[src/rtl/aphm_pkg.sv]
// Shared types, constants and codes of the averaging peak-hold level meter.
`default_nettype none

package aphm_pkg;

    // Field widths fixed by the interface
    localparam int LEVEL_BITS   = 16;
    localparam int RANGE_W      = 16;
    localparam int WLEN_W       = 7;
    localparam int SCNT_W       = 11;
    localparam int SEG_W        = 10;
    localparam int OP_W         = 2;
    localparam int CFG_IDX_W    = 3;
    localparam int CFG_DATA_W   = 16;

    // Storage sizes
    localparam int MAX_WINDOW   = 64;
    localparam int MAX_SEGMENTS = 1024;

    // Derived widths
    localparam int PTR_W   = (MAX_WINDOW > 1) ? $clog2(MAX_WINDOW) : 1;
    localparam int FILL_W  = $clog2(MAX_WINDOW + 1);
    localparam int SUM_W   = LEVEL_BITS + FILL_W;
    localparam int DIFF_W  = ((LEVEL_BITS > RANGE_W) ? LEVEL_BITS : RANGE_W) + 1;
    localparam int PROD_W  = (DIFF_W - 1) + SCNT_W;
    localparam int DVD_W   = (PROD_W > SUM_W) ? PROD_W : SUM_W;
    localparam int DVS_W   = ((DIFF_W - 1) > FILL_W) ? (DIFF_W - 1) : FILL_W;
    localparam int DIV_CNT_W = $clog2(DVD_W + 1);

    // Reset values
    localparam logic signed [LEVEL_BITS-1:0] RESET_LEVEL     = LEVEL_BITS'(-10000);
    localparam logic signed [RANGE_W-1:0]    RESET_RANGE_LOW = RANGE_W'(-3000);
    localparam logic signed [RANGE_W-1:0]    RESET_RANGE_HIGH = '0;
    localparam logic [WLEN_W-1:0]            RESET_WLEN      = WLEN_W'(8);
    localparam logic [SCNT_W-1:0]            RESET_SCNT      = SCNT_W'(32);

    // Configuration register indexes
    localparam logic [CFG_IDX_W-1:0] CFG_MODE       = 3'd0;
    localparam logic [CFG_IDX_W-1:0] CFG_RANGE_LOW  = 3'd1;
    localparam logic [CFG_IDX_W-1:0] CFG_RANGE_HIGH = 3'd2;
    localparam logic [CFG_IDX_W-1:0] CFG_WLEN       = 3'd3;
    localparam logic [CFG_IDX_W-1:0] CFG_SCNT       = 3'd4;

    typedef enum logic [OP_W-1:0] {
        OP_SAMPLE   = 2'd0,
        OP_TICK     = 2'd1,
        OP_SET_BAR  = 2'd2,
        OP_SET_HOLD = 2'd3
    } op_t;

    typedef struct packed {
        op_t                           op;
        logic signed [LEVEL_BITS-1:0]  level;
    } in_item_t;

    typedef struct packed {
        logic signed [LEVEL_BITS-1:0]  bar_level;
        logic signed [LEVEL_BITS-1:0]  hold_level;
        logic [SEG_W-1:0]              lit_segment;
    } out_item_t;

    typedef struct packed {
        logic               start;
        logic [DVD_W-1:0]   dividend;
        logic [DVS_W-1:0]   divisor;
    } div_req_t;

    typedef struct packed {
        logic               busy;
        logic               done;
        logic [DVD_W-1:0]   quotient;
    } div_rsp_t;

endpackage

`default_nettype wire

[src/rtl/aphm_ram.sv]
// Generic single-write, single-read RAM with registered read data.
`default_nettype none

module aphm_ram #(
    parameter int WIDTH = 16,
    parameter int DEPTH = 64
) (
    input  wire logic                                    aclk,
    input  wire logic                                    wr_en,
    input  wire logic [((DEPTH > 1) ? $clog2(DEPTH) : 1)-1:0] wr_addr,
    input  wire logic [WIDTH-1:0]                        wr_data,
    input  wire logic [((DEPTH > 1) ? $clog2(DEPTH) : 1)-1:0] rd_addr,
    output      logic [WIDTH-1:0]                        rd_data
);

    logic [WIDTH-1:0] mem_reg [DEPTH];
    logic [WIDTH-1:0] rd_data_reg;

    always_ff @(posedge aclk) begin
        if (wr_en) begin
            mem_reg[wr_addr] <= wr_data;
        end
        rd_data_reg <= mem_reg[rd_addr];
    end

    assign rd_data = rd_data_reg;

endmodule

`default_nettype wire

[src/rtl/aphm_div.sv]
// Shared restoring divider, one quotient bit per cycle.
`default_nettype none

module aphm_div (
    input  wire logic              aclk,
    input  wire logic              aresetn,
    input  wire aphm_pkg::div_req_t div_req,
    output      aphm_pkg::div_rsp_t div_rsp
);

    logic                                 busy_reg, busy_next;
    logic                                 done_reg, done_next;
    logic [aphm_pkg::DIV_CNT_W-1:0]       count_reg, count_next;
    logic [aphm_pkg::DVS_W-1:0]           rem_reg, rem_next;
    logic [aphm_pkg::DVD_W-1:0]           quo_reg, quo_next;
    logic [aphm_pkg::DVS_W-1:0]           dvs_reg, dvs_next;

    logic [aphm_pkg::DVS_W:0]             shifted;
    logic [aphm_pkg::DVS_W:0]             diff;
    logic                                 ge;

    always_comb begin
        shifted = {rem_reg, quo_reg[aphm_pkg::DVD_W-1]};
        diff    = shifted - {1'b0, dvs_reg};
        ge      = (shifted >= {1'b0, dvs_reg});

        busy_next  = busy_reg;
        done_next  = 1'b0;
        count_next = count_reg;
        rem_next   = rem_reg;
        quo_next   = quo_reg;
        dvs_next   = dvs_reg;

        if (div_req.start && !busy_reg) begin
            busy_next  = 1'b1;
            count_next = aphm_pkg::DIV_CNT_W'(aphm_pkg::DVD_W);
            rem_next   = '0;
            quo_next   = div_req.dividend;
            dvs_next   = div_req.divisor;
        end else if (busy_reg) begin
            rem_next   = ge ? diff[aphm_pkg::DVS_W-1:0] : shifted[aphm_pkg::DVS_W-1:0];
            quo_next   = {quo_reg[aphm_pkg::DVD_W-2:0], ge};
            count_next = count_reg - 1'b1;
            if (count_reg == aphm_pkg::DIV_CNT_W'(1)) begin
                busy_next = 1'b0;
                done_next = 1'b1;
            end
        end
    end

    always_ff @(posedge aclk) begin
        if (!aresetn) begin
            busy_reg  <= 1'b0;
            done_reg  <= 1'b0;
            count_reg <= '0;
        end else begin
            busy_reg  <= busy_next;
            done_reg  <= done_next;
            count_reg <= count_next;
        end
        rem_reg <= rem_next;
        quo_reg <= quo_next;
        dvs_reg <= dvs_next;
    end

    assign div_rsp.busy     = busy_reg;
    assign div_rsp.done     = done_reg;
    assign div_rsp.quotient = quo_reg;

endmodule

`default_nettype wire

[src/rtl/averaging_peak_hold_level_meter_top.sv]
// Level meter core: sequencer, window RAM and shared divider.
//
// Input items arrive on s_valid/s_ready with s_data (op, level); every item
// gives exactly one result on m_valid/m_ready with m_data (bar level, hold
// level, lit segment). Configuration is written through cfg_wr_en,
// cfg_index and cfg_wr_data; the user must write it only while no item is
// in flight, as the block itself does not enforce this.
// s_ready is high only while the sequencer is idle. A hold tick, a direct
// set or a sample in independent mode takes one serial division of 27
// quotient bits for the segment index; when the bar is not above the low
// end, lies above the high end, or the scale is empty or inverted, the
// division is skipped. An averaged sample adds, per dropped window entry,
// one RAM read and one subtract, then one final read, one write, one start
// and a second serial division for the average. Both divisions use the
// shared one-bit-per-cycle divider. The result sits in an output register;
// the next item is accepted while it waits, and the sequencer holds its
// finished result until the register is free when the receiver stalls.
// Reset (aresetn low, synchronous) empties the window, sets both levels to
// -10000 and loads the default configuration; no clearing pass is needed.
`default_nettype none

module averaging_peak_hold_level_meter_top (
    input  wire logic                               aclk,
    input  wire logic                               aresetn,
    input  wire logic                               s_valid,
    output      logic                               s_ready,
    input  wire aphm_pkg::in_item_t                 s_data,
    output      logic                               m_valid,
    input  wire logic                               m_ready,
    output      aphm_pkg::out_item_t                m_data,
    input  wire logic                               cfg_wr_en,
    input  wire logic [aphm_pkg::CFG_IDX_W-1:0]     cfg_index,
    input  wire logic [aphm_pkg::CFG_DATA_W-1:0]    cfg_wr_data
);

    localparam int LB  = aphm_pkg::LEVEL_BITS;
    localparam int DW  = aphm_pkg::DIFF_W;

    typedef enum logic [3:0] {
        S_IDLE,
        S_DROP_RD,
        S_DROP_SUB,
        S_WRITE,
        S_AVG_DIV,
        S_AVG_WAIT,
        S_SEG,
        S_SEG_WAIT,
        S_DONE
    } state_t;

    state_t                                   state_reg, state_next;
    aphm_pkg::in_item_t                       item_reg, item_next;
    aphm_pkg::out_item_t                      out_reg, out_next;
    logic                                     m_valid_reg, m_valid_next;

    logic                                     mode_reg, mode_next;
    logic signed [aphm_pkg::RANGE_W-1:0]      range_low_reg, range_low_next;
    logic signed [aphm_pkg::RANGE_W-1:0]      range_high_reg, range_high_next;
    logic [aphm_pkg::WLEN_W-1:0]              wlen_reg, wlen_next;
    logic [aphm_pkg::SCNT_W-1:0]              scnt_reg, scnt_next;

    logic signed [aphm_pkg::SUM_W-1:0]        sum_reg, sum_next;
    logic [aphm_pkg::FILL_W-1:0]              fill_reg, fill_next;
    logic [aphm_pkg::PTR_W-1:0]               ptr_reg, ptr_next;
    logic signed [LB-1:0]                     bar_reg, bar_next;
    logic signed [LB-1:0]                     hold_reg, hold_next;
    logic [aphm_pkg::SEG_W-1:0]               seg_reg, seg_next;

    // Datapath helpers
    logic [aphm_pkg::FILL_W-1:0]              eff_wl;
    logic [aphm_pkg::SCNT_W-1:0]              eff_cnt;
    logic [aphm_pkg::SCNT_W-1:0]              cnt_m1;
    logic signed [LB-1:0]                     item_level;
    logic signed [LB-1:0]                     ram_rdata;
    logic signed [aphm_pkg::SUM_W-1:0]        lv_ext;
    logic signed [aphm_pkg::SUM_W-1:0]        rd_ext;
    logic [aphm_pkg::PTR_W:0]                 slot_sum;
    logic [aphm_pkg::PTR_W-1:0]               slot;
    logic [aphm_pkg::PTR_W-1:0]               ptr_inc;
    logic                                     sum_neg;
    logic [aphm_pkg::SUM_W-1:0]               sum_mag;
    logic [LB-1:0]                            avg_mag;
    logic signed [LB-1:0]                     avg;
    logic signed [DW-1:0]                     avg_ext;
    logic signed [DW-1:0]                     bar_ext;
    logic signed [DW-1:0]                     low_ext;
    logic signed [DW-1:0]                     high_ext;
    logic signed [DW-1:0]                     span;
    logic signed [DW-1:0]                     bar_diff;
    logic                                     span_pos;
    logic                                     bar_gt_low;
    logic                                     bar_gt_high;
    logic                                     seg_in_range;
    logic [aphm_pkg::PROD_W-1:0]              prod;
    logic                                     ram_we;

    aphm_pkg::div_req_t                       div_req;
    aphm_pkg::div_rsp_t                       div_rsp;

    aphm_ram #(
        .WIDTH (LB),
        .DEPTH (aphm_pkg::MAX_WINDOW)
    ) u_window_ram (
        .aclk    (aclk),
        .wr_en   (ram_we),
        .wr_addr (slot),
        .wr_data (item_reg.level),
        .rd_addr (ptr_reg),
        .rd_data (ram_rdata)
    );

    aphm_div u_div (
        .aclk    (aclk),
        .aresetn (aresetn),
        .div_req (div_req),
        .div_rsp (div_rsp)
    );

    // Effective window length and segment count
    always_comb begin
        if (wlen_reg == '0) begin
            eff_wl = aphm_pkg::FILL_W'(1);
        end else if (int'(wlen_reg) > aphm_pkg::MAX_WINDOW) begin
            eff_wl = aphm_pkg::FILL_W'(aphm_pkg::MAX_WINDOW);
        end else begin
            eff_wl = aphm_pkg::FILL_W'(wlen_reg);
        end

        if (scnt_reg == '0) begin
            eff_cnt = aphm_pkg::SCNT_W'(1);
        end else if (int'(scnt_reg) > aphm_pkg::MAX_SEGMENTS) begin
            eff_cnt = aphm_pkg::SCNT_W'(aphm_pkg::MAX_SEGMENTS);
        end else begin
            eff_cnt = scnt_reg;
        end
        cnt_m1 = eff_cnt - 1'b1;
    end

    // Window arithmetic
    always_comb begin
        item_level = item_reg.level;
        lv_ext  = {{(aphm_pkg::SUM_W-LB){item_level[LB-1]}}, item_level};
        rd_ext  = {{(aphm_pkg::SUM_W-LB){ram_rdata[LB-1]}}, ram_rdata};

        slot_sum = {1'b0, ptr_reg} + (aphm_pkg::PTR_W+1)'(fill_reg);
        if (slot_sum >= (aphm_pkg::PTR_W+1)'(aphm_pkg::MAX_WINDOW)) begin
            slot_sum = slot_sum - (aphm_pkg::PTR_W+1)'(aphm_pkg::MAX_WINDOW);
        end
        slot = slot_sum[aphm_pkg::PTR_W-1:0];

        if (ptr_reg == aphm_pkg::PTR_W'(aphm_pkg::MAX_WINDOW - 1)) begin
            ptr_inc = '0;
        end else begin
            ptr_inc = ptr_reg + 1'b1;
        end

        // Divide the magnitude and restore the sign: truncation toward zero
        sum_neg = sum_reg[aphm_pkg::SUM_W-1];
        sum_mag = sum_neg ? aphm_pkg::SUM_W'(-sum_reg) : aphm_pkg::SUM_W'(sum_reg);
        avg_mag = div_rsp.quotient[LB-1:0];
        avg     = sum_neg ? -avg_mag : avg_mag;
        avg_ext = {{(DW-LB){avg[LB-1]}}, avg};
    end

    // Segment arithmetic
    always_comb begin
        bar_ext  = {{(DW-LB){bar_reg[LB-1]}}, bar_reg};
        low_ext  = {{(DW-aphm_pkg::RANGE_W){range_low_reg[aphm_pkg::RANGE_W-1]}},
                    range_low_reg};
        high_ext = {{(DW-aphm_pkg::RANGE_W){range_high_reg[aphm_pkg::RANGE_W-1]}},
                    range_high_reg};
        span        = high_ext - low_ext;
        bar_diff    = bar_ext - low_ext;
        span_pos    = !span[DW-1] && (span != '0);
        bar_gt_low  = (bar_ext > low_ext);
        bar_gt_high = (bar_ext > high_ext);
        seg_in_range = span_pos && bar_gt_low && !bar_gt_high;
        prod = aphm_pkg::PROD_W'(bar_diff[DW-2:0]) * aphm_pkg::PROD_W'(eff_cnt);
    end

    // Sequencer
    always_comb begin
        state_next      = state_reg;
        item_next       = item_reg;
        out_next        = out_reg;
        m_valid_next    = m_valid_reg;
        mode_next       = mode_reg;
        range_low_next  = range_low_reg;
        range_high_next = range_high_reg;
        wlen_next       = wlen_reg;
        scnt_next       = scnt_reg;
        sum_next        = sum_reg;
        fill_next       = fill_reg;
        ptr_next        = ptr_reg;
        bar_next        = bar_reg;
        hold_next       = hold_reg;
        seg_next        = seg_reg;
        ram_we          = 1'b0;

        div_req.start    = 1'b0;
        div_req.dividend = aphm_pkg::DVD_W'(prod);
        div_req.divisor  = aphm_pkg::DVS_W'(span[DW-2:0]);

        if (cfg_wr_en) begin
            unique case (cfg_index)
                aphm_pkg::CFG_MODE:       mode_next = cfg_wr_data[0];
                aphm_pkg::CFG_RANGE_LOW:  range_low_next = cfg_wr_data[aphm_pkg::RANGE_W-1:0];
                aphm_pkg::CFG_RANGE_HIGH: range_high_next = cfg_wr_data[aphm_pkg::RANGE_W-1:0];
                aphm_pkg::CFG_WLEN:       wlen_next = cfg_wr_data[aphm_pkg::WLEN_W-1:0];
                aphm_pkg::CFG_SCNT:       scnt_next = cfg_wr_data[aphm_pkg::SCNT_W-1:0];
                default: ;
            endcase
        end

        if (m_ready) begin
            m_valid_next = 1'b0;
        end

        unique case (state_reg)
            S_IDLE: begin
                if (s_valid) begin
                    item_next  = s_data;
                    state_next = S_SEG;
                    unique case (s_data.op)
                        aphm_pkg::OP_SAMPLE: begin
                            if (mode_reg) begin
                                state_next = S_DROP_RD;
                            end
                        end
                        aphm_pkg::OP_TICK: begin
                            hold_next = bar_reg;
                        end
                        aphm_pkg::OP_SET_BAR: begin
                            if (!mode_reg) begin
                                bar_next = s_data.level;
                            end
                        end
                        aphm_pkg::OP_SET_HOLD: begin
                            if (!mode_reg) begin
                                hold_next = s_data.level;
                            end
                        end
                        default: ;
                    endcase
                end
            end
            S_DROP_RD: begin
                // RAM read of the oldest entry is under way
                if ((fill_reg >= eff_wl) && (fill_reg != '0)) begin
                    state_next = S_DROP_SUB;
                end else begin
                    state_next = S_WRITE;
                end
            end
            S_DROP_SUB: begin
                sum_next   = sum_reg - rd_ext;
                ptr_next   = ptr_inc;
                fill_next  = fill_reg - 1'b1;
                state_next = S_DROP_RD;
            end
            S_WRITE: begin
                ram_we     = 1'b1;
                sum_next   = sum_reg + lv_ext;
                fill_next  = fill_reg + 1'b1;
                state_next = S_AVG_DIV;
            end
            S_AVG_DIV: begin
                div_req.start    = 1'b1;
                div_req.dividend = aphm_pkg::DVD_W'(sum_mag);
                div_req.divisor  = aphm_pkg::DVS_W'(fill_reg);
                state_next       = S_AVG_WAIT;
            end
            S_AVG_WAIT: begin
                if (div_rsp.done) begin
                    if (avg != bar_reg) begin
                        bar_next = avg;
                        if (avg_ext < low_ext) begin
                            hold_next = avg;
                        end else if (avg > hold_reg) begin
                            hold_next = avg;
                        end
                    end
                    state_next = S_SEG;
                end
            end
            S_SEG: begin
                if (seg_in_range) begin
                    div_req.start = 1'b1;
                    state_next    = S_SEG_WAIT;
                end else begin
                    seg_next   = (span_pos && bar_gt_high) ? cnt_m1[aphm_pkg::SEG_W-1:0] : '0;
                    state_next = S_DONE;
                end
            end
            S_SEG_WAIT: begin
                if (div_rsp.done) begin
                    // Clamp to the last segment
                    if (div_rsp.quotient > aphm_pkg::DVD_W'(cnt_m1)) begin
                        seg_next = cnt_m1[aphm_pkg::SEG_W-1:0];
                    end else begin
                        seg_next = div_rsp.quotient[aphm_pkg::SEG_W-1:0];
                    end
                    state_next = S_DONE;
                end
            end
            S_DONE: begin
                // Hold the finished item until the output register is free
                if (!m_valid_reg || m_ready) begin
                    out_next.bar_level   = bar_reg;
                    out_next.hold_level  = hold_reg;
                    out_next.lit_segment = seg_reg;
                    m_valid_next         = 1'b1;
                    state_next           = S_IDLE;
                end
            end
            default: begin
                state_next = S_IDLE;
            end
        endcase
    end

    always_ff @(posedge aclk) begin
        if (!aresetn) begin
            state_reg      <= S_IDLE;
            m_valid_reg    <= 1'b0;
            mode_reg       <= 1'b0;
            range_low_reg  <= aphm_pkg::RESET_RANGE_LOW;
            range_high_reg <= aphm_pkg::RESET_RANGE_HIGH;
            wlen_reg       <= aphm_pkg::RESET_WLEN;
            scnt_reg       <= aphm_pkg::RESET_SCNT;
            sum_reg        <= '0;
            fill_reg       <= '0;
            ptr_reg        <= '0;
            bar_reg        <= aphm_pkg::RESET_LEVEL;
            hold_reg       <= aphm_pkg::RESET_LEVEL;
        end else begin
            state_reg      <= state_next;
            m_valid_reg    <= m_valid_next;
            mode_reg       <= mode_next;
            range_low_reg  <= range_low_next;
            range_high_reg <= range_high_next;
            wlen_reg       <= wlen_next;
            scnt_reg       <= scnt_next;
            sum_reg        <= sum_next;
            fill_reg       <= fill_next;
            ptr_reg        <= ptr_next;
            bar_reg        <= bar_next;
            hold_reg       <= hold_next;
        end
        item_reg <= item_next;
        out_reg  <= out_next;
        seg_reg  <= seg_next;
    end

    assign s_ready = (state_reg == S_IDLE);
    assign m_valid = m_valid_reg;
    assign m_data  = out_reg;

    // The divider only finishes while the sequencer waits for it
    a_div_done_waited: assert property (@(posedge aclk) disable iff (!aresetn)
        div_rsp.done |-> (state_reg == S_AVG_WAIT) || (state_reg == S_SEG_WAIT))
        else $error("divider finished outside a wait state");

    // A start never lands on a busy divider
    a_div_start_free: assert property (@(posedge aclk) disable iff (!aresetn)
        div_req.start |-> !div_rsp.busy)
        else $error("divider started while busy");

    // After the drops there is room for the new sample
    a_window_room: assert property (@(posedge aclk) disable iff (!aresetn)
        (state_reg == S_WRITE) |-> (fill_reg < eff_wl))
        else $error("window full at sample write");

    // A stalled result is never overwritten by the next item
    a_done_holds: assert property (@(posedge aclk) disable iff (!aresetn)
        (state_reg == S_DONE) && m_valid_reg && !m_ready |=> (state_reg == S_DONE))
        else $error("result register overwritten while stalled");

    // The shown segment never passes the last one
    a_seg_clamped: assert property (@(posedge aclk) disable iff (!aresetn)
        m_valid_reg |-> (aphm_pkg::SCNT_W'(out_reg.lit_segment) < eff_cnt))
        else $error("lit segment beyond segment count");

endmodule

`default_nettype wire

[config.mk]
export PLATFORM = sky130hd
export DESIGN_NAME = averaging_peak_hold_level_meter_top
export DESIGN_NICKNAME = d
export VERILOG_FILES = /design/src/rtl/aphm_pkg.sv /design/src/rtl/aphm_ram.sv /design/src/rtl/aphm_div.sv /design/src/rtl/averaging_peak_hold_level_meter_top.sv
export SDC_FILE = /design/constraint.sdc
export NUM_CORES = 2
export LEC_CHECK = 0
export ABC_AREA = 1
export CORE_MARGIN = 2
export CORE_UTILIZATION = 37
export CTS_CLUSTER_DIAMETER = 30
export DETAILED_ROUTE_END_ITERATION = 8
export DONT_BUFFER_PORTS = 1
export GPL_TIMING_DRIVEN = 0
export PLACE_DENSITY = 0.48
export SLEW_MARGIN = 40
export SYNTH_ARGS = -nofsm -noshare
export SYNTH_HDL_FRONTEND = slang
export SYNTH_HIERARCHICAL = 1
export SYNTH_SLANG_ARGS = --single-unit
[constraint.sdc]
create_clock -name aclk -period 14.45 [get_ports aclk]
set_clock_uncertainty 0.15 [all_clocks]
set_input_delay 0.7225 -clock aclk [delete_from_list [all_inputs] [get_ports aclk]]
set_output_delay 0.7225 -clock aclk [all_outputs]
set_load 0.1 [all_outputs]
==> results.sh <==
export IMPL_clock_path_buffers=4
export IMPL_cap_violations=0
export IMPL_syn_avg_cell_area_um2=9.618
export IMPL_clock_sinks=1298
export IMPL_path_class="reg -> reg"
export IMPL_multi_input_area_um2=25350
export IMPL_drt_iter0_drc=5652
export IMPL_leakage_nw=34.63
export IMPL_startpoint_type="register"
export IMPL_fmax_mhz=107.5
export IMPL_finalSetupViolCount=0
export IMPL_drc_errors=0
export IMPL_ys_warnings_count=6
export IMPL_cpMaxStageDelayCell="o21ai_0"
export IMPL_regArea_um2=37350
export IMPL_clk_latency_ps=950
export IMPL_netlist_instances=6874
export IMPL_start_util_pct=37.14
export IMPL_antenna_found_initial=17
export IMPL_hold_ws_ps=63.37
export IMPL_clock_root_buffer="clkbuf_16"
export IMPL_grt_pass1_vias=51470
export IMPL_grt_usage_pct=27.91
export IMPL_power_frac_clock_pct=40.9
export IMPL_dp_hpwl_mm=195.3
export IMPL_area_growth_pct=27.49
export IMPL_largest_register_ffs=1024
export IMPL_grt_max_degree=35
export IMPL_gr_total_overflow=0
export IMPL_worst_pin_slew_ps=969.8
export IMPL_sw_frac_of_total_pct=37.09
export IMPL_p_per_area_nw_per_um2=216.7
export IMPL_power_internal_w=0.01149
export IMPL_period_share_pct=64.39
export IMPL_grt_first_pass_wirelength_mm=362.5
export IMPL_die_width_um=426.7
export IMPL_drive_above_1_share_pct=14.09
export IMPL_routedWlPerCell_um=25.43
export IMPL_finalCriticalPeriod_ps=9305
export IMPL_cp_arrival_ps=9820
export IMPL_finalHoldViolCount=0
export IMPL_synth_nets=7264
export IMPL_io_pins=86
export IMPL_status="complete, no violations"
export IMPL_clkTransAtPathRegs_ps=40
export IMPL_io_buffers=0
export IMPL_cts_made_buffers=341
export IMPL_num_vias=53660
export IMPL_maxSlewHeadroom_pct=35.35
export IMPL_p_sw_w=0.006777
export IMPL_coreArea_um2=178000
export IMPL_htreeDepth=5
export IMPL_cp_top_family="adder cells"
export IMPL_vias_per_cell=5.316
export IMPL_setup_slack_ps=5145
export IMPL_ant_nets=0
export IMPL_path_max_fanout=7
export IMPL_drv_slew=0
export IMPL_share_seq_of_total_power_pct=26.6
export IMPL_final_nets=7859
export IMPL_finalSetupTns_ps=0
export IMPL_pwr_share_comb_pct=32.5
export IMPL_max_vdd_ir_drop_v=0.0001186
export IMPL_cts_tree="done"
export IMPL_gp_congestion=0.9920
export IMPL_endpoint_kind="register"
export IMPL_totalWireLength_mm=256.7
export IMPL_crit_top_cell="nand2_1"
export IMPL_dr_pass1_iters=6
export IMPL_fin_total_pwr_w=0.01827
export IMPL_hold_class="in -> reg"
export IMPL_die_y_um=426.7
export IMPL_worstPathBufferInverterCount=6
export IMPL_die_area_um2=182100
export IMPL_cts_resized=0
export IMPL_syn_area_um2=66110
export IMPL_postCtsSetupBuffers=0
export IMPL_fillers=16670
export IMPL_rsz0062_at_grt="no"
export IMPL_rows=155
export IMPL_slowest_delay_ps=720
export IMPL_required_ps=14960
export IMPL_pre_cts_slack_ps=5352
[area by class of cell]
| cell class | instances | share of cell area, % |
|---|---|---|
| antenna | 10 | 0.02969 |
| multi-input combinational | 4694 | 30.07 |
| inverter | 573 | 2.564 |
| timing repair buffer | 252 | 3.917 |
| sequential | 1298 | 44.31 |
| tap | 2355 | 3.496 |
| clock buffer | 387 | 10.48 |
| buffer | 309 | 2.164 |
| clock inverter | 216 | 2.975 |
[worst paths after layout]
check	from	end	slack (ps)	depth (start not counted)
min reg2reg	seg_reg[8]	m_data[8]	260	0
max	bar_reg[0]	u_div/quo_reg[22]	5150	33
max reg2reg	bar_reg[0]	u_div/quo_reg[22]	5150	33
min	s_data[12]	hold_reg[12]	60	4
[power by group through the flow]
stage | clock, W | sequential [W] | combinational [W]
after global routing | 0.00775 | 0.00487 | 0.00649
final | 0.00747 | 0.00486 | 0.00594
after CTS | 0.00755 | 0.00486 | 0.00587
after global placement | 0 | 0.00528 | 0.00524
after detailed placement | 0 | 0.00491 | 0.00582
after floorplan | 0 | 0.00487 | 0.00342
[layer usage]
layer  vias to the layer above  global-route usage, %  routed length, um
li1                      24610                      -                  -
met5                         -                      0                  0
met3                       461                  5.865              21140
met2                      2300                  42.83             114100
met1                     26290                  38.62             111200
met4                         0                  10.80              10250
[what timing repair did]
item | in CTS | in global routing
setup endpoints to repair | 0 | 0
endpoints found under the hold margin | 91 | 0
hold buffers | 40 | 0
[cells in the final DEF, fill, tap and decap left out, types with 12 or more instances in the layout]
master and instances:
ha_1 217, fa_1 131, o211ai_1 21, clkbuf_1 119, nand3b_1 15, o21ai_0 208, clkinv_1 50, edfxtp_1 1135
buf_1 19, nor2_2 12, xnor2_1 25, nor2_1 340, dlygate4sd3_1 40, dfxtp_1 162, nor3_1 34, bufinv_16 50
xor2_1 42, o21bai_1 14, inv_2 13, clkbuf_16 347, nor2_4 59, clkinv_2 65, buf_16 34, nor4_1 14
inv_1 555, nand4_1 61, buf_4 34, a21oi_1 214, buf_6 130, buf_8 52, nand3_1 1028, nand2_1 2122
clkinvlp_4 30, buf_2 161
[per-stage QoR]
step / instance area, um2 / cells / utilization [%]
finish: 84290 / 10090 / 47.34
global route: 84270 / 10090 / 47.34
CTS: 84170 / 10080 / 47.28
detailed placement: 72430 / 9438 / 40.68
global placement: 69060 / 9229 / 38.79
floorplan: 66110 / 6874 / -
[tightest hold or removal path: stages]
cell and delay, ps:
nor2_1 70, o21ai_0 90, nand4_1 100, nand3_1 70
(Power assumes the default switching activity.)
